### src/design/miller_rabin_witness_test_top_assert.svh
`ifndef MILLER_RABIN_WITNESS_TEST_TOP_ASSERT_SVH
`define MILLER_RABIN_WITNESS_TEST_TOP_ASSERT_SVH

// same-cycle implication, sampled on clk, off during rst
`define MRWT_ASSERT_NOW(label, ante, cons, msg) \
  label: assert property (@(posedge clk) disable iff (rst) (ante) |-> (cons)) else $error(msg);

// next-cycle implication, sampled on clk, off during rst
`define MRWT_ASSERT_NEXT(label, ante, cons, msg) \
  label: assert property (@(posedge clk) disable iff (rst) (ante) |=> (cons)) else $error(msg);

`endif

### src/design/mrwt_pkg.sv
package mrwt_pkg;

  localparam int WIDTH_DEFAULT = 64;
  localparam int OUT_TDATA_W   = 8;

  typedef enum logic [1:0] {
    RSN_BELOW_TWO = 2'd0,
    RSN_EVEN      = 2'd1,
    RSN_WITNESS   = 2'd2,
    RSN_PASS      = 2'd3
  } reason_t;

  typedef enum logic [3:0] {
    DP_NOP,
    DP_LOAD,
    DP_RED,
    DP_TZ,
    DP_MUL_ACC_SQ,
    DP_MUL_SQ_SQ,
    DP_MUL_CUR,
    DP_MUL_STEP,
    DP_WR_ACC,
    DP_WR_SQ,
    DP_WR_CUR,
    DP_PREV_INIT
  } dp_op_t;

  typedef struct packed {
    dp_op_t op;
  } dp_cmd_t;

  typedef struct packed {
    logic n_lt2;
    logic n_eq2;
    logic n_odd;
    logic red_done;
    logic e_lsb;
    logic e_zero;
    logic s_zero;
    logic mul_zero;
    logic acc_one;
    logic hit;
  } dp_status_t;

endpackage

### src/design/mrwt_modmul.sv
module mrwt_modmul
  import mrwt_pkg::*;
#(
  parameter int WIDTH = WIDTH_DEFAULT
) (
  input  logic             clk,
  input  logic             start,
  input  logic             step,
  input  logic [WIDTH-1:0] a,
  input  logic [WIDTH-1:0] b,
  input  logic [WIDTH-1:0] m,
  output logic [WIDTH-1:0] prod,
  output logic             zero
);

  logic [WIDTH-1:0] acc;
  logic [WIDTH-1:0] addend;
  logic [WIDTH-1:0] mult;

  // (x + y) mod m for x, y < m
  function automatic logic [WIDTH-1:0] add_mod(input logic [WIDTH-1:0] x,
                                               input logic [WIDTH-1:0] y,
                                               input logic [WIDTH-1:0] md);
    logic [WIDTH:0] sum;
    sum = {1'b0, x} + {1'b0, y};
    if (sum >= {1'b0, md}) begin
      sum = sum - {1'b0, md};
    end
    return sum[WIDTH-1:0];
  endfunction

  always_ff @(posedge clk) begin
    if (start) begin
      acc    <= '0;
      addend <= a;
      mult   <= b;
    end else if (step && (mult != '0)) begin
      if (mult[0]) begin
        acc <= add_mod(acc, addend, m);
      end
      addend <= add_mod(addend, addend, m);
      mult   <= mult >> 1;
    end
  end

  assign prod = acc;
  assign zero = (mult == '0);

endmodule

### src/design/mrwt_dp.sv
module mrwt_dp
  import mrwt_pkg::*;
#(
  parameter int WIDTH = WIDTH_DEFAULT
) (
  input  logic             clk,
  input  dp_cmd_t          cmd,
  input  logic [WIDTH-1:0] candidate,
  input  logic [WIDTH-1:0] base,
  output dp_status_t       status
);

  localparam int CW = $clog2(WIDTH + 1);
  localparam int SW = $clog2(WIDTH);

  logic [WIDTH-1:0] n;
  logic [WIDTH-1:0] nm1;
  logic [WIDTH-1:0] bsh;
  logic [WIDTH-1:0] red;
  logic [CW-1:0]    cnt;
  logic [WIDTH-1:0] e;
  logic [SW-1:0]    s_cnt;
  logic [WIDTH-1:0] acc;
  logic [WIDTH-1:0] sq;
  logic [WIDTH-1:0] prev;

  logic [WIDTH:0]   red2;
  logic [WIDTH:0]   red_next;

  logic             mm_start;
  logic             mm_step;
  logic [WIDTH-1:0] mm_a;
  logic [WIDTH-1:0] mm_b;
  logic [WIDTH-1:0] mm_prod;
  logic             mm_zero;

  // one remainder bit per cycle, msb of base first
  always_comb begin
    red2     = {red, bsh[WIDTH-1]};
    red_next = red2;
    if (red2 >= {1'b0, n}) begin
      red_next = red2 - {1'b0, n};
    end
  end

  always_comb begin
    mm_start = 1'b0;
    mm_a     = sq;
    mm_b     = sq;
    case (cmd.op)
      DP_MUL_ACC_SQ: begin
        mm_start = 1'b1;
        mm_a     = acc;
      end
      DP_MUL_SQ_SQ, DP_WR_ACC: begin
        mm_start = 1'b1;
      end
      DP_MUL_CUR: begin
        mm_start = 1'b1;
        mm_a     = acc;
        mm_b     = acc;
      end
      default: begin
        mm_start = 1'b0;
      end
    endcase
  end

  assign mm_step = (cmd.op == DP_MUL_STEP);

  mrwt_modmul #(
    .WIDTH (WIDTH)
  ) u_modmul (
    .clk   (clk),
    .start (mm_start),
    .step  (mm_step),
    .a     (mm_a),
    .b     (mm_b),
    .m     (n),
    .prod  (mm_prod),
    .zero  (mm_zero)
  );

  always_ff @(posedge clk) begin
    case (cmd.op)
      DP_LOAD: begin
        n     <= candidate;
        nm1   <= candidate - WIDTH'(1);
        e     <= candidate - WIDTH'(1);
        bsh   <= base;
        red   <= '0;
        cnt   <= CW'(WIDTH);
        s_cnt <= '0;
        acc   <= WIDTH'(1);
      end
      DP_RED: begin
        red <= red_next[WIDTH-1:0];
        bsh <= bsh << 1;
        cnt <= cnt - CW'(1);
      end
      DP_TZ: begin
        sq <= red;
        if (!e[0]) begin
          e     <= e >> 1;
          s_cnt <= s_cnt + SW'(1);
        end
      end
      DP_MUL_CUR: begin
        s_cnt <= s_cnt - SW'(1);
      end
      DP_WR_ACC: begin
        acc <= mm_prod;
      end
      DP_WR_SQ: begin
        sq <= mm_prod;
        e  <= e >> 1;
      end
      DP_WR_CUR: begin
        acc  <= mm_prod;
        prev <= mm_prod;
      end
      DP_PREV_INIT: begin
        prev <= acc;
      end
      default: begin
        n <= n;
      end
    endcase
  end

  always_comb begin
    status.n_lt2    = (n < WIDTH'(2));
    status.n_eq2    = (n == WIDTH'(2));
    status.n_odd    = n[0];
    status.red_done = (cnt == '0);
    status.e_lsb    = e[0];
    status.e_zero   = (e == '0);
    status.s_zero   = (s_cnt == '0);
    status.mul_zero = mm_zero;
    status.acc_one  = (acc == WIDTH'(1));
    status.hit      = (mm_prod == WIDTH'(1)) && (prev != WIDTH'(1)) && (prev != nm1);
  end

endmodule

### src/design/mrwt_ctrl.sv
module mrwt_ctrl
  import mrwt_pkg::*;
(
  input  logic       clk,
  input  logic       rst,
  input  logic       in_valid,
  output logic       in_ready,
  output logic       out_valid,
  input  logic       out_ready,
  output reason_t    out_reason,
  output dp_cmd_t    cmd,
  input  dp_status_t st
);

  `include "miller_rabin_witness_test_top_assert.svh"

  typedef enum logic [9:0] {
    ST_IDLE    = 10'b0000000001,
    ST_CLASS   = 10'b0000000010,
    ST_RED     = 10'b0000000100,
    ST_TZ      = 10'b0000001000,
    ST_EXP_CHK = 10'b0000010000,
    ST_MUL_A   = 10'b0000100000,
    ST_MUL_B   = 10'b0001000000,
    ST_SQR_CHK = 10'b0010000000,
    ST_MUL_C   = 10'b0100000000,
    ST_DONE    = 10'b1000000000
  } state_t;

  state_t  state;
  state_t  state_next;
  reason_t verdict;
  reason_t verdict_next;
  logic    load_out;

  assign in_ready = (state == ST_IDLE);
  assign load_out = (state == ST_DONE) && (!out_valid || out_ready);

  always_comb begin
    state_next   = state;
    verdict_next = verdict;
    cmd.op       = DP_NOP;
    case (state)
      ST_IDLE: begin
        if (in_valid) begin
          cmd.op     = DP_LOAD;
          state_next = ST_CLASS;
        end
      end
      ST_CLASS: begin
        if (st.n_lt2) begin
          verdict_next = RSN_BELOW_TWO;
          state_next   = ST_DONE;
        end else if (st.n_eq2) begin
          verdict_next = RSN_PASS;
          state_next   = ST_DONE;
        end else if (!st.n_odd) begin
          verdict_next = RSN_EVEN;
          state_next   = ST_DONE;
        end else begin
          state_next = ST_RED;
        end
      end
      ST_RED: begin
        if (st.red_done) begin
          state_next = ST_TZ;
        end else begin
          cmd.op = DP_RED;
        end
      end
      ST_TZ: begin
        cmd.op = DP_TZ;
        if (st.e_lsb) begin
          state_next = ST_EXP_CHK;
        end
      end
      ST_EXP_CHK: begin
        if (st.e_zero) begin
          cmd.op     = DP_PREV_INIT;
          state_next = ST_SQR_CHK;
        end else if (st.e_lsb) begin
          cmd.op     = DP_MUL_ACC_SQ;
          state_next = ST_MUL_A;
        end else begin
          cmd.op     = DP_MUL_SQ_SQ;
          state_next = ST_MUL_B;
        end
      end
      ST_MUL_A: begin
        if (st.mul_zero) begin
          cmd.op     = DP_WR_ACC;
          state_next = ST_MUL_B;
        end else begin
          cmd.op = DP_MUL_STEP;
        end
      end
      ST_MUL_B: begin
        if (st.mul_zero) begin
          cmd.op     = DP_WR_SQ;
          state_next = ST_EXP_CHK;
        end else begin
          cmd.op = DP_MUL_STEP;
        end
      end
      ST_SQR_CHK: begin
        if (st.s_zero) begin
          verdict_next = st.acc_one ? RSN_PASS : RSN_WITNESS;
          state_next   = ST_DONE;
        end else begin
          cmd.op     = DP_MUL_CUR;
          state_next = ST_MUL_C;
        end
      end
      ST_MUL_C: begin
        if (st.mul_zero) begin
          cmd.op = DP_WR_CUR;
          if (st.hit) begin
            verdict_next = RSN_WITNESS;
            state_next   = ST_DONE;
          end else begin
            state_next = ST_SQR_CHK;
          end
        end else begin
          cmd.op = DP_MUL_STEP;
        end
      end
      ST_DONE: begin
        if (load_out) begin
          state_next = ST_IDLE;
        end
      end
      default: begin
        state_next = ST_IDLE;
      end
    endcase
  end

  always_ff @(posedge clk) begin
    if (rst) begin
      state     <= ST_IDLE;
      out_valid <= 1'b0;
    end else begin
      state <= state_next;
      if (load_out) begin
        out_valid <= 1'b1;
      end else if (out_ready) begin
        out_valid <= 1'b0;
      end
    end
  end

  always_ff @(posedge clk) begin
    verdict <= verdict_next;
    if (load_out) begin
      out_reason <= verdict;
    end
  end

  `MRWT_ASSERT_NEXT(a_accept_to_class, in_valid && in_ready, state == ST_CLASS,
                    "accepted word did not start classification")
  `MRWT_ASSERT_NEXT(a_done_loads_out, load_out, out_valid && (out_reason == $past(verdict)),
                    "verdict not moved to output register")
  `MRWT_ASSERT_NEXT(a_final_check, (state == ST_SQR_CHK) && st.s_zero,
                    (verdict == ($past(st.acc_one) ? RSN_PASS : RSN_WITNESS)),
                    "final value check gave wrong verdict")
  `MRWT_ASSERT_NOW(a_mul_write_done, (cmd.op == DP_WR_ACC) || (cmd.op == DP_WR_SQ)
                   || (cmd.op == DP_WR_CUR), st.mul_zero,
                   "product written before multiplier finished")

endmodule

### src/design/miller_rabin_witness_test_top.sv
// Miller-Rabin witness test for one candidate and one base per input word. Candidates below
// two and even candidates other than two are rejected at once; two passes. For odd candidates
// the base is reduced modulo the candidate one bit per cycle, the trailing zeros of
// candidate-1 are stripped one per cycle, then the base is raised to the odd part by
// square-and-multiply and the result squared once per stripped zero, stopping early at a
// nontrivial square root of one. Every modular product runs on one shift-and-add multiplier
// that retires one multiplier bit per cycle. One item is worked on at a time; the next word
// is taken as soon as the verdict sits in the output register, even if that has not been
// taken yet.
module miller_rabin_witness_test_top
  import mrwt_pkg::*;
#(
  parameter int WIDTH = WIDTH_DEFAULT
) (
  input  logic                                 clk,
  input  logic                                 rst,
  input  logic                                 s_tvalid,
  output logic                                 s_tready,
  // candidate, base
  input  logic [((2*WIDTH + 7) / 8) * 8 - 1:0] s_tdata,
  output logic                                 m_tvalid,
  input  logic                                 m_tready,
  // probable_prime, verdict_reason
  output logic [OUT_TDATA_W-1:0]               m_tdata
);

  dp_cmd_t    cmd;
  dp_status_t st;
  reason_t    reason;

  mrwt_ctrl u_ctrl (
    .clk        (clk),
    .rst        (rst),
    .in_valid   (s_tvalid),
    .in_ready   (s_tready),
    .out_valid  (m_tvalid),
    .out_ready  (m_tready),
    .out_reason (reason),
    .cmd        (cmd),
    .st         (st)
  );

  mrwt_dp #(
    .WIDTH (WIDTH)
  ) u_dp (
    .clk       (clk),
    .cmd       (cmd),
    .candidate (s_tdata[WIDTH-1:0]),
    .base      (s_tdata[2*WIDTH-1:WIDTH]),
    .status    (st)
  );

  assign m_tdata = {{(OUT_TDATA_W-3){1'b0}}, reason, (reason == RSN_PASS)};

endmodule

### config.mk
export PLATFORM = sky130hd
export DESIGN_NAME = miller_rabin_witness_test_top
export DESIGN_NICKNAME = d
export VERILOG_FILES = /design/src/design/mrwt_pkg.sv /design/src/design/mrwt_modmul.sv /design/src/design/mrwt_dp.sv /design/src/design/mrwt_ctrl.sv /design/src/design/miller_rabin_witness_test_top.sv
export VERILOG_INCLUDE_DIRS = /design/src /design/src/design
export SDC_FILE = /design/constraint.sdc
export NUM_CORES = 2
export LEC_CHECK = 0
export BUFFER_PORTS_ARGS = -buffer_cell sky130_fd_sc_hd__buf_2
export CAP_MARGIN = 20
export CORE_UTILIZATION = 45
export CTS_CLUSTER_DIAMETER = 100
export CTS_CLUSTER_SIZE = 25
export DETAILED_ROUTE_END_ITERATION = 7
export GPL_TIMING_DRIVEN = 0
export RECOVER_POWER = 50
export REMOVE_ABC_BUFFERS = 1
export SYNTH_ARGS = -nofsm -noshare
export SYNTH_HDL_FRONTEND = slang
export SYNTH_SLANG_ARGS = --single-unit
export TNS_END_PERCENT = 5
### constraint.sdc
create_clock -name clk -period 7.75 [get_ports clk]
set_clock_uncertainty 0.15 [all_clocks]
set_input_delay 0.775 -clock clk [delete_from_list [all_inputs] [get_ports clk]]
set_output_delay 0.775 -clock clk [all_outputs]
set_load 0.1 [all_outputs]
==> flow_summary.ini <==
[run_status]
outcome = finished with violations
violations = capacitance limit, slew limit

[floorplanning]
fp.dieW_um = 329
die_h_um = 329
die_area_mm2 = 0.108
start_util = 0.455
core_area_mm2 = 0.106
rows = 119
ioPinCount = 142

[critical_path]
critPathBufInv = 4
critPathArrivalTime_ps = 8000
path_delay_family = compound AO/OA/AOI/OAI gates
cp_slowest_stage_delay_ps = 470
required_ps = 8190
r2r_slack_ps = 190
critPathLaunchType = register
critPathKind = reg -> reg
cp-end-kind = register
slowest_stage = edfxtp_1
worstPathMaxFanout = 7

[sta]
max_freq_mhz = 132
relSlewSlack = -1.41
period_share = 0.975
drv_slew = 402
finalCriticalPeriod_ps = 7560
tightest_slew_ps = 3610
setup_violations = 0
hold_ws_ps = 180
hold_violations = 0

[cts]
numCtsBuffers = 42
clock_sinks = 732
clk_pin_slew_worst_paths_ps = 110
cts_root_buf = clkbuf_16
ctsHoldBuffers = 0
cts_tree = built
clkLatencyLatePin_ps = 710
htreeDepth = 2
cts.path.max_buffers = 3

[grt]
grt_max_degree = 98
grt_pass1_wl_um = 257000
overflow = 0
track_usage = 0.325
grt_pass1_vias = 37402
antenna_found_initial = 15

[logic_synthesis]
async_flop_share = 0
avgSynthCellArea_um2 = 9.76
synth_seq_cells = 732
synth_area_leader_cell = edfxtp_1
ys_top_cells_by_count = edfxtp_1 (657), nand2_1 (558), a21oi_1 (500)
ys_top_cells_by_area = edfxtp_1 (41%), ha_1 (6.8%), a21oi_1 (5.2%)
yosys.cell_count.top_type = edfxtp_1
syn_inst = 4929
synth_top_area_share = 0.410
synth_edf_count = 657
synth-seq-area-share = 0.441
synth_flop_cell = edfxtp_1
synth.cell_area_mm2 = 0.0481
ys_types = 88
yosysWarnings = 0

[pwr]
p_sw_frac = 0.358
p_per_area_mw_per_mm2 = 206
combPwrFrac = 0.281
leakage_nw = 21.0
p_int_mw = 6.93
pwr-share-seq = 0.473
power.share.clock = 0.245
ir_drop_mv = 0.170
total_power_mw = 10.8
power_switching_mw = 3.87

[worst_hold_path]
hold_class = in -> reg

[placement]
finalWeightedCongestion = 1.00
dp_hpwl_um = 142000
portBuffers = 136

[flow_run]
cap_violations = 10

[routing]
wl_per_cell_um = 28.3
antenna_left = 0
drt_iter0_markers = 4725
drcViolationCount = 0
vias_per_cell = 6.31
first_pass_iters = 6
via_count = 40138
totalWireLength_um = 180000

[layout]
drive_above_1_share = 0.0779
num-nets-final = 5333
area_delta_synth_final_pct = 8.63
==> state kept, by name (all words and copies together), names as in the netlist <==
| signal | cells |
|---|---|
| u_dp.acc | 64 |
| u_dp.bsh | 64 |
| u_dp.e | 64 |
| u_dp.n | 64 |
| u_dp.nm1 | 64 |
| u_dp.prev | 64 |
| u_dp.red | 64 |
| u_dp.sq | 64 |
| u_dp.u_modmul.addend | 64 |
| u_dp.u_modmul.mult | 64 |
| u_dp.u_modmul.prod | 64 |
| u_ctrl.state | 10 |
| u_dp.cnt | 7 |
| u_dp.s_cnt | 6 |
| u_ctrl.out_reason | 2 |
| u_ctrl.verdict | 2 |
| u_ctrl.out_valid | 1 |
==> cell families after synthesis <==
kind of cell             after synthesis  share of synthesized area
AND/OR/NAND/NOR                     1587                      0.158
adder cells (fa/ha/maj)              268                     0.0705
multiplexers                         298                     0.0657
buffers and inverters                376                     0.0301
XOR/XNOR                             373                     0.0680
other                                  1                  0.0000779
AO/OA/AOI/OAI                       1294                      0.167
flip-flops                           732                      0.441
==> per-stage QoR <==
step	area [um^2]	cells	worst slack, ps	utilization	TNS (ps)
floorplan	47200	4688	-1910	-	-424770
global placement	49600	6215	-9770	0.469	-5175890
detailed placement	50900	6265	-1890	0.481	-114270
CTS	52500	6347	30.3	0.496	0
global route	52300	6357	-15.1	0.495	-15.4
finish	52300	6358	191	0.495	0
==> power groups by stage <==
stage               clock, mW  combinational [mW]  sequential [mW]
floorplan                   0                2.04             5.03
global placement            0                2.88             5.26
detailed placement          0                2.99             5.16
CTS                      2.68                3.01             5.08
global route             2.79                3.30             5.13
finish                   2.65                3.04             5.11
==> per-layer routing <==
layer  part of all wire  wire (um)  global-route usage
met3              0.085      15300              0.0549
met1               0.42      75400               0.443
met4              0.048       8640               0.141
met2               0.45      80400               0.507
met5            0.00049         88                   0
==> layout by cell type, fill, tap and decap left out, types with 14 or more instances in the layout <==
cell         n
nand3_1     74
a22o_1      61
xor2_1     200
clkbuf_16   42
nand2b_1    36
nor3_1      62
or4_1       14
nor2b_1     31
ha_1       262
xnor2_1    173
dfxtp_1     75
o21a_1      26
nor4_1     137
o211ai_1    24
nand4_1     99
buf_16      17
mux2i_1    156
a211oi_1    83
nor2_1     385
a31oi_1     50
mux2_2     122
edfxtp_1   657
a21oi_1    496
buf_2       72
o21bai_1    40
and2_1      49
and3_1      32
a21o_1     133
o21ai_0    222
clkbuf_1    90
inv_1      129
mux2_1      20
and2_0      28
or3_1       18
nand2_1    557
==> repair_timing <==
action / CTS / global route
cloned: 0 / 1
buffers inserted: 6 / 5
pin swaps: 6 / 7
gates resized for setup: 21 / 30
endpoints found under the setup margin: 64 / 64
==> worst paths after layout <==
path,endpoint,depth (start not counted),start
worst min-delay path,u_dp.n[63]$_DFFE_PP_,1,s_tdata[63]
worst max register to register,u_dp.u_modmul.prod[0]$_SDFFE_PN0P_,30,u_dp.u_modmul.addend[0]$_DFFE_PP_
worst min register to register,u_ctrl.out_reason[0]$_DFFE_PP_,0,u_ctrl.verdict[0]$_DFFE_PP_
worst max-delay path,u_dp.u_modmul.prod[0]$_SDFFE_PN0P_,30,u_dp.u_modmul.addend[0]$_DFFE_PP_
==> area by class of cell <==
cell class | count | area, um^2
fill | 10019 | 53400
multi-input combinational | 3826 | 25900
inverter | 131 | 495
antenna | 2 | 5.00
sequential | 732 | 21200
tap | 1391 | 1740
clock inverter | 20 | 274
timing repair buffer | 200 | 1560
clock buffer | 56 | 1110
(Power assumes the default switching activity.)
